## src/rtl/core/aitu_pkg.sv

```systemverilog
`timescale 1ns / 1ps
`default_nettype none

package aitu_pkg;

    localparam int TimeW    = 63;
    localparam int IvW      = 32;
    localparam int InDataW  = 96;
    localparam int InUserW  = 3;
    localparam int OutDataW = 96;
    localparam int OutUserW = 2;
    localparam int PaddrW   = 3;
    localparam int PdataW   = 32;

    localparam logic [IvW-1:0] MinIvRst = 32'd1000;
    localparam logic [IvW-1:0] MaxIvRst = 32'd50000000;

    typedef enum logic [1:0] {
        CMD_SET_ALARM = 2'd0,
        CMD_GET_TIME  = 2'd1,
        CMD_SET_RT    = 2'd2,
        CMD_EXPIRY    = 2'd3
    } t_cmd;

    typedef enum logic {
        REG_MIN_IV = 1'b0,
        REG_MAX_IV = 1'b1
    } t_reg_idx;

    typedef struct packed {
        logic [IvW-1:0] min_iv;
        logic [IvW-1:0] max_iv;
    } t_cfg;

    // value holds the delay, raised to the minimum interval if shorter, for set alarm, the raw value otherwise
    typedef struct packed {
        t_cmd             cmd;
        logic [TimeW-1:0] value;
        logic             clock_sel;
        logic [IvW-1:0]   remaining;
    } t_item;

endpackage

`default_nettype wire

```

## src/rtl/core/aitu_front.sv

```systemverilog
`timescale 1ns / 1ps
`default_nettype none

module aitu_front (
    input  wire                           i_s_axis_tvalid,
    output logic                          o_s_axis_tready,
    input  wire  [aitu_pkg::InDataW-1:0]  i_s_axis_tdata,
    input  wire  [aitu_pkg::InUserW-1:0]  i_s_axis_tuser,
    input  aitu_pkg::t_cfg                i_cfg,
    input  wire                           i_q_full,
    output logic                          o_push,
    output aitu_pkg::t_item               o_item
);
    import aitu_pkg::*;

    logic [TimeW-1:0] w_value;
    t_cmd             w_cmd;

    assign w_cmd   = t_cmd'(i_s_axis_tuser[1:0]);
    assign w_value = i_s_axis_tdata[TimeW-1:0];

    assign o_s_axis_tready = !i_q_full;
    assign o_push          = i_s_axis_tvalid && !i_q_full;

    always_comb begin
        o_item.cmd       = w_cmd;
        o_item.clock_sel = i_s_axis_tuser[2];
        o_item.remaining = i_s_axis_tdata[TimeW+IvW-1:TimeW];
        o_item.value     = w_value;
        // short delays are raised to the minimum load
        if (w_cmd == CMD_SET_ALARM && w_value < {{(TimeW-IvW){1'b0}}, i_cfg.min_iv}) begin
            o_item.value = {{(TimeW-IvW){1'b0}}, i_cfg.min_iv};
        end
    end

endmodule

`default_nettype wire

```

## src/rtl/core/aitu_queue.sv

```systemverilog
`timescale 1ns / 1ps
`default_nettype none

module aitu_queue (
    input  wire              i_clk,
    input  wire              i_rst_n,
    input  wire              i_push,
    input  aitu_pkg::t_item  i_item,
    output logic             o_full,
    output logic             o_valid,
    input  wire              i_pop,
    output aitu_pkg::t_item  o_item
);
    import aitu_pkg::*;

    t_item      r_mem [2];
    logic       r_wptr;
    logic       r_rptr;
    logic [1:0] r_count;
    logic [1:0] n_count;

    assign o_full  = (r_count == 2'd2);
    assign o_valid = (r_count != 2'd0);
    assign o_item  = r_mem[r_rptr];

    always_comb begin
        n_count = r_count;
        if (i_push && !i_pop) begin
            n_count = r_count + 2'd1;
        end else if (!i_push && i_pop) begin
            n_count = r_count - 2'd1;
        end
    end

    always_ff @(posedge i_clk) begin
        if (!i_rst_n) begin
            r_wptr  <= 1'b0;
            r_rptr  <= 1'b0;
            r_count <= 2'd0;
        end else begin
            r_count <= n_count;
            if (i_push) begin
                r_wptr <= !r_wptr;
            end
            if (i_pop) begin
                r_rptr <= !r_rptr;
            end
        end
    end

    always_ff @(posedge i_clk) begin
        if (i_push) begin
            r_mem[r_wptr] <= i_item;
        end
    end

endmodule

`default_nettype wire

```

## src/rtl/core/aitu_back.sv

```systemverilog
`timescale 1ns / 1ps
`default_nettype none

module aitu_back (
    input  wire                           i_clk,
    input  wire                           i_rst_n,
    input  aitu_pkg::t_cfg                i_cfg,
    input  wire                           i_q_valid,
    input  aitu_pkg::t_item               i_item,
    output logic                          o_pop,
    output logic                          o_m_axis_tvalid,
    input  wire                           i_m_axis_tready,
    output logic [aitu_pkg::OutDataW-1:0] o_m_axis_tdata,
    output logic [aitu_pkg::OutUserW-1:0] o_m_axis_tuser
);
    import aitu_pkg::*;

    localparam int PadW = TimeW - IvW;

    logic [TimeW-1:0] r_rt, n_rt;
    logic [TimeW-1:0] r_mono, n_mono;
    logic [TimeW-1:0] r_delay, n_delay;
    logic [IvW-1:0]   r_last, n_last;
    logic             r_armed, n_armed;

    logic             r_out_valid;
    logic [TimeW-1:0] r_time, n_time;
    logic [IvW-1:0]   r_load, n_load;
    logic             r_strobe, n_strobe;
    logic             r_fired, n_fired;

    logic [IvW-1:0]   w_elapsed;
    logic [TimeW-1:0] w_dec;
    logic [TimeW-1:0] w_last_ext;
    logic [TimeW-1:0] w_min_ext;
    logic [TimeW-1:0] w_max_ext;

    assign o_pop = i_q_valid && (!r_out_valid || i_m_axis_tready);

    assign w_last_ext = {{PadW{1'b0}}, r_last};
    assign w_min_ext  = {{PadW{1'b0}}, i_cfg.min_iv};
    assign w_max_ext  = {{PadW{1'b0}}, i_cfg.max_iv};
    assign w_elapsed  = (i_item.remaining > r_last) ? '0 : (r_last - i_item.remaining);
    assign w_dec      = (r_delay > w_last_ext) ? (r_delay - w_last_ext) : '0;

    always_comb begin
        n_rt     = r_rt;
        n_mono   = r_mono;
        n_delay  = r_delay;
        n_last   = r_last;
        n_armed  = r_armed;
        n_time   = '0;
        n_load   = '0;
        n_strobe = 1'b0;
        n_fired  = 1'b0;
        unique case (i_item.cmd)
            CMD_SET_ALARM: begin
                n_rt     = r_rt + {{PadW{1'b0}}, w_elapsed};
                n_delay  = i_item.value;
                n_armed  = 1'b1;
                n_last   = (i_item.value > w_max_ext) ? i_cfg.max_iv : i_item.value[IvW-1:0];
                n_strobe = 1'b1;
                n_load   = n_last;
            end
            CMD_GET_TIME: begin
                n_time = (i_item.clock_sel ? r_mono : r_rt) + {{PadW{1'b0}}, w_elapsed};
            end
            CMD_SET_RT: begin
                n_rt = i_item.value;
                if (r_armed) begin
                    n_fired = 1'b1;
                    n_armed = 1'b0;
                end
            end
            CMD_EXPIRY: begin
                n_rt     = r_rt + w_last_ext;
                n_mono   = r_mono + w_last_ext;
                n_delay  = w_dec;
                n_strobe = 1'b1;
                if (w_dec <= {1'b0, w_min_ext[TimeW-1:1]}) begin
                    n_delay = w_max_ext;
                    n_last  = i_cfg.max_iv;
                    if (r_armed) begin
                        n_fired = 1'b1;
                        n_armed = 1'b0;
                    end
                end else if (w_dec < w_min_ext) begin
                    n_last = i_cfg.min_iv;
                end else if (w_dec < w_max_ext) begin
                    n_last = w_dec[IvW-1:0];
                end else begin
                    n_last = i_cfg.max_iv;
                end
                n_load = n_last;
            end
            default: begin
                n_time = '0;
            end
        endcase
    end

    always_ff @(posedge i_clk) begin
        if (!i_rst_n) begin
            r_rt        <= '0;
            r_mono      <= '0;
            r_delay     <= {{PadW{1'b0}}, MaxIvRst};
            r_last      <= MaxIvRst;
            r_armed     <= 1'b0;
            r_out_valid <= 1'b0;
        end else begin
            if (o_pop) begin
                r_rt        <= n_rt;
                r_mono      <= n_mono;
                r_delay     <= n_delay;
                r_last      <= n_last;
                r_armed     <= n_armed;
                r_out_valid <= 1'b1;
            end else if (i_m_axis_tready) begin
                r_out_valid <= 1'b0;
            end
        end
    end

    always_ff @(posedge i_clk) begin
        if (o_pop) begin
            r_time   <= n_time;
            r_load   <= n_load;
            r_strobe <= n_strobe;
            r_fired  <= n_fired;
        end
    end

    assign o_m_axis_tvalid = r_out_valid;
    assign o_m_axis_tdata  = {{(OutDataW-TimeW-IvW){1'b0}}, r_load, r_time};
    assign o_m_axis_tuser  = {r_fired, r_strobe};

endmodule

`default_nettype wire

```

## src/rtl/core/alarm_interval_timer_unit.sv

```systemverilog
`timescale 1ns / 1ps
`default_nettype none

// path: an accepted input transaction is written into the queue, and the back end then
// pops it and writes the state update into the output register when that can accept
// throughput: one transaction per cycle unless the output stalls (back-end state update)
// a two-entry queue and an output register let both sides stall independently
// reset (i_rst_n low, synchronous): clocks cleared, alarm disarmed, delay and last load
// set to the reset max interval, queue and output emptied, intervals to 1000 and 50000000
module alarm_interval_timer_unit (
    input  wire                           i_clk,
    input  wire                           i_rst_n,
    input  wire                           i_s_axis_tvalid,
    output logic                          o_s_axis_tready,
    // value[62:0], remaining[94:63], zero pad
    input  wire  [aitu_pkg::InDataW-1:0]  i_s_axis_tdata,
    // cmd[1:0], clock_sel[2]
    input  wire  [aitu_pkg::InUserW-1:0]  i_s_axis_tuser,
    output logic                          o_m_axis_tvalid,
    input  wire                           i_m_axis_tready,
    // time_out[62:0], load_interval[94:63], zero pad
    output logic [aitu_pkg::OutDataW-1:0] o_m_axis_tdata,
    // load_strobe[0], alarm_fired[1]
    output logic [aitu_pkg::OutUserW-1:0] o_m_axis_tuser,
    input  wire                           psel,
    input  wire                           penable,
    input  wire                           pwrite,
    input  wire  [aitu_pkg::PaddrW-1:0]   paddr,
    input  wire  [aitu_pkg::PdataW-1:0]   pwdata,
    output logic [aitu_pkg::PdataW-1:0]   prdata,
    output logic                          pready
);
    import aitu_pkg::*;

    t_cfg     r_cfg;
    t_reg_idx w_idx;
    logic     w_wr;
    logic     w_push;
    logic     w_full;
    logic     w_q_valid;
    logic     w_pop;
    t_item    w_in_item;
    t_item    w_q_item;

    assign pready = 1'b1;
    assign w_idx  = t_reg_idx'(paddr[2]);
    assign w_wr   = psel && penable && pwrite;

    always_ff @(posedge i_clk) begin
        if (!i_rst_n) begin
            r_cfg.min_iv <= MinIvRst;
            r_cfg.max_iv <= MaxIvRst;
        end else if (w_wr) begin
            unique case (w_idx)
                REG_MIN_IV: r_cfg.min_iv <= pwdata;
                REG_MAX_IV: r_cfg.max_iv <= pwdata;
                default:    r_cfg.min_iv <= r_cfg.min_iv;
            endcase
        end
    end

    always_comb begin
        unique case (w_idx)
            REG_MIN_IV: prdata = r_cfg.min_iv;
            REG_MAX_IV: prdata = r_cfg.max_iv;
            default:    prdata = '0;
        endcase
    end

    aitu_front u_front (
        .i_s_axis_tvalid (i_s_axis_tvalid),
        .o_s_axis_tready (o_s_axis_tready),
        .i_s_axis_tdata  (i_s_axis_tdata),
        .i_s_axis_tuser  (i_s_axis_tuser),
        .i_cfg           (r_cfg),
        .i_q_full        (w_full),
        .o_push          (w_push),
        .o_item          (w_in_item)
    );

    aitu_queue u_queue (
        .i_clk   (i_clk),
        .i_rst_n (i_rst_n),
        .i_push  (w_push),
        .i_item  (w_in_item),
        .o_full  (w_full),
        .o_valid (w_q_valid),
        .i_pop   (w_pop),
        .o_item  (w_q_item)
    );

    aitu_back u_back (
        .i_clk           (i_clk),
        .i_rst_n         (i_rst_n),
        .i_cfg           (r_cfg),
        .i_q_valid       (w_q_valid),
        .i_item          (w_q_item),
        .o_pop           (w_pop),
        .o_m_axis_tvalid (o_m_axis_tvalid),
        .i_m_axis_tready (i_m_axis_tready),
        .o_m_axis_tdata  (o_m_axis_tdata),
        .o_m_axis_tuser  (o_m_axis_tuser)
    );

endmodule

`default_nettype wire
```

## config.mk

```make
export PLATFORM = sky130hd
export DESIGN_NAME = alarm_interval_timer_unit
export DESIGN_NICKNAME = d
export VERILOG_FILES = /design/src/rtl/core/aitu_pkg.sv /design/src/rtl/core/aitu_front.sv /design/src/rtl/core/aitu_queue.sv /design/src/rtl/core/aitu_back.sv /design/src/rtl/core/alarm_interval_timer_unit.sv
export SDC_FILE = /design/constraint.sdc
export NUM_CORES = 2
export LEC_CHECK = 0
export BUFFER_PORTS_ARGS = -buffer_cell sky130_fd_sc_hd__buf_2
export CAP_MARGIN = 30
export CORE_UTILIZATION = 56
export CTS_CLUSTER_DIAMETER = 40
export DETAILED_ROUTE_END_ITERATION = 16
export GPL_TIMING_DRIVEN = 0
export PLACE_DENSITY = 0.78
export SYNTH_ARGS = -nofsm -noshare
export SYNTH_HDL_FRONTEND = slang
export SYNTH_HIERARCHICAL = 1
export SYNTH_SLANG_ARGS = --single-unit
```

## constraint.sdc

```tcl
create_clock -name i_clk -period 7.8 [get_ports i_clk]
set_input_delay 1.56 -clock i_clk [delete_from_list [all_inputs] [get_ports i_clk]]
set_output_delay 1.56 -clock i_clk [all_outputs]
set_load 0.03 [all_outputs]
```

==> metrics.md <==
| Metric | Value |
|---|---|
| Run status | `finished with violations` |
| Failing checks | `setup timing` |
| First-pass GRT wire length | `241800 um` |
| CP Depth | `27` |
| Critical path class | `flop to flop` |
| Ys flop type | `edfxtp_1` |
| Syn. warnings | `6` |
| Top-count cell post-synth | `nand2_1` |
| Overall routed net length | `166100 um` |
| Critical Path Start | `u_back/r_last[16]$_SDFFE_PN0P_` |
| Max-Cap Viols | `0` |
| Ports | `274` |
| Area leader, netlist | `edfxtp_1` |
| Synthesis-stage register bit count | `585` |
| Dpl hpwl | `131500 um` |
| Layout cells sized above 1 | `16.86%` |
| Crit-path max cell delay | `0.53 ns` |
| Total number of vias | `39.87k` |
| Clk buf depth | `3` |
| Final instance area | `0.04870 mm^2` |
| Syn_area_per_cell | `8.923 um^2` |
| Worst skew pair latency | `0.68 ns` |
| Setup crit end kind | `flop` |
| Register-to-Register Path Depth | `27` |
| Detailed-route DRC error count | `0` |
| Starting Density | `56.61%` |
| Avg WL per Cell | `27.06 um` |
| Crit share post-route | `100.1%` |
| Root buf cell | `clkbuf_16` |
| Fillers | `6244` |
| Ys async rst share | `0%` |
| Clock buffer count from CTS | `94` |
| Die Span Y | `276.6 um` |
| Final worst slack | `-0.006599 ns` |
| Mapped Cells | `4731` |
| Core Box Area | `0.07457 mm^2` |
| Max Fclk | `128.1 MHz` |
| Area after DPL | `0.04481 mm^2` |
| CTS Sinks | `585` |
| Worst path most repeated cell | `a21oi_1` |
| CTS tree | `yes` |
| Initial drt markers | `4942` |
| Ranking of synthesized cells by area | `edfxtp_1 21%, dfxtp_1 14%, ha_1 9.5%` |
| Req. time, crit path | `8.15 ns` |
| Largest net degree at the start of global routing | `79` |
| CP max FO | `10` |
| Relative max-transition margin | `20.48%` |
| Worst Hold Endpoint | `u_back/r_delay[27]$_SDFFE_PN0P_` |
| Critical Path AT | `8.16 ns` |
| Hold crit path type | `flop to flop` |
| Nets | `5553` |
| Place WS | `-2.133 ns` |
| Die Footprint | `0.07649 mm^2` |
| Clk slew on worst S/H paths | `0.06 ns` |
| Hold path startpoint | `u_back/r_delay[27]$_SDFFE_PN0P_` |
| Final setup viols | `1` |
| Routability Congestion | `1.081` |
| Hold path depth | `1` |
| Syn_nets | `5199` |
| Post-synth EDFFs | `293` |
| Worst slew pin tran | `1.163 ns` |
| Crit-path slowest cell | `dfxtp_1` |
| Post-synthesis sequential area ratio | `34.69%` |
| Vias in the first global route | `37.94k` |
| Row cnt | `100` |
| Final worst path period need | `7.807 ns` |
| Tot GR Track Use | `42.31%` |
| CP Launch Type | `flop` |
| Netlist cell types | `100` |
| Die Width | `276.6 um` |
| Overflow after GRT | `0` |
| Initial antenna violation count | `3` |
| Max Slew Vio Count | `0` |
| H-tree Lvls | `3` |
| Pre-Repair DR Iteration Count | `14` |
| CP top delay family | `compound AO/OA/AOI/OAI gates` |
| Endpoints failing hold | `0` |
| Netlist Area Pre-Place | `0.04222 mm^2` |
| Post-DRT Antenna Nets | `0` |
| FF-to-FF setup slack | `-0.007 ns` |
| Synth top area share | `20.84%` |
| Layout area overhead | `15.36%` |
| Area of the multi-input gates | `0.02543 mm^2` |
| Register area | `0.01464 mm^2` |
| Drt via density | `6.496` |
| End of the worst register-to-register path | `u_back/r_load[30]$_DFFE_PP_` |
| Number of port buffers | `234` |
| Buf/Inv on CP | `6` |
| Worst reg2reg startpoint | `u_back/r_last[16]$_SDFFE_PN0P_` |
| Clk_skew | `0.03178 ns` |
| Most common library cells after synthesis | `438 x nand2_1, 335 x a21oi_1, 322 x ha_1, 293 x edfxtp_1, 293 x o21ai_0` |
==> worst register-to-register path, stage by stage (launching register included) <==
cell	delay (ns)
dfxtp_1	0.53
inv_1	0.08
ha_1	0.27
clkbuf_1	0.31
a21oi_1	0.41
o21ai_0	0.33
a221oi_2	0.52
a21oi_2	0.17
o21ai_1	0.26
buf_4	0.27
buf_2	0.45
nor2_2	0.19
ha_1	0.33
nand2_1	0.07
nor3_1	0.22
nand3_1	0.17
nor4_2	0.45
nand2_1	0.12
a21oi_1	0.35
a2111o_1	0.20
a211o_1	0.15
nor2_1	0.12
nand4_1	0.12
buf_4	0.19
clkbuf_2	0.30
o2bb2ai_1	0.12
a21oi_1	0.53
a21oi_2	0.24
==> cell families after synthesis <==
kind of cell	after synthesis	synth area share (%)
xor+xnor	188	3.900
fa+ha+maj	327	9.780
flops	585	34.69
compound gates	1307	20.20
buf+inv	581	5.975
other cells	2	0.01779
simple gates	1408	16.51
mux	333	8.933
==> metrics by stage <==
stage,setup TNS [ns],hold slack (ns),instances,utilization (%)
4_1_cts,-0.04804,0.4624,6133,64.90
2_1_floorplan,0,0.4250,4731,-
3_5_place_dp,-257.22,0.4483,5947,60.09
3_3_place_gp,-500.28,0.4352,5934,59.81
6_report,-0.006599,0.4631,6138,65.31
5_1_grt,-0.08786,0.4849,6136,65.30
==> cell usage in the layout (no fill, tap or decap), types with 52 or more instances in the layout <==
cell type  instances
edfxtp_1         293
nor2b_1           91
mux2i_1          133
inv_1            266
o21ai_0          283
and3_1            60
ha_1             316
a21oi_1          305
clkbuf_16         95
a211oi_1          72
nand4_1           80
nor2_1           278
o211ai_1          52
nand3_1           87
o21a_1            54
clkbuf_1         194
dfxtp_1          292
nand2_1          436
mux2_2           148
nor3_1            58
nand2b_1          58
buf_4             64
xor2_1            79
a21o_1           135
xnor2_1          109
buf_2            259
and2_1            85
==> sequential cells by signal, indices dropped and copies added (netlist names), named ones only <==
name                    cells
u_back/r_load              32
u_back/r_fired              1
u_back/r_time              63
u_back/r_strobe             1
u_back/r_delay             63
u_back/r_rt                63
u_queue/r_wptr              1
u_queue/r_rptr              1
u_queue/r_count             2
u_back/r_last              32
r_cfg                      64
u_back/r_armed              1
u_back/r_mono              63
u_back/o_m_axis_tvalid      1
u_queue/r_mem             196
==> final cells by class <==
class | count | share of cell area, %
diodes | 2 | 0.01028
well taps | 969 | 2.489
multi-input cells | 3565 | 52.22
inverters | 269 | 2.078
repair buffers | 268 | 3.183
clock inverters | 72 | 1.755
plain buffers | 302 | 3.165
flip-flops and latches | 585 | 30.07
clock buffers | 106 | 5.028
==> how the worst max path moves through the flow <==
stage	to	slack (ns)
after floorplan	u_back/r_rt[45]$_SDFFE_PN0P_	0.45
after CTS	u_back/r_time[58]$_SDFFCE_PP0P_	-0.05
final	u_back/r_load[30]$_DFFE_PP_	-0.007
after global routing	u_back/r_time[58]$_SDFFCE_PP0P_	-0.04
after global placement	u_back/r_rt[47]$_SDFFE_PN0P_	-2.86
after detailed placement	u_back/r_time[58]$_SDFFCE_PP0P_	-2.13
==> per-layer routing <==
metal	track usage, %	share of wire (%)
met1	54.95	40
met2	64.90	43
met3	9.447	11
met4	24.09	6.5
met5	0	0.0078
==> what timing repair did <==
item | in CTS | in global routing
gates resized for setup | 69 | 72
endpoints found under the setup margin | 238 | 115
hold buffers | 0 | 0
pin swaps | 4 | 12
setup buffers | 9 | 8
endpoints found under the hold margin | 0 | 0
Power is left out: the tool's default activity adds up to more than one toggle a clock period on the data nets, which glitch-free logic cannot reach.
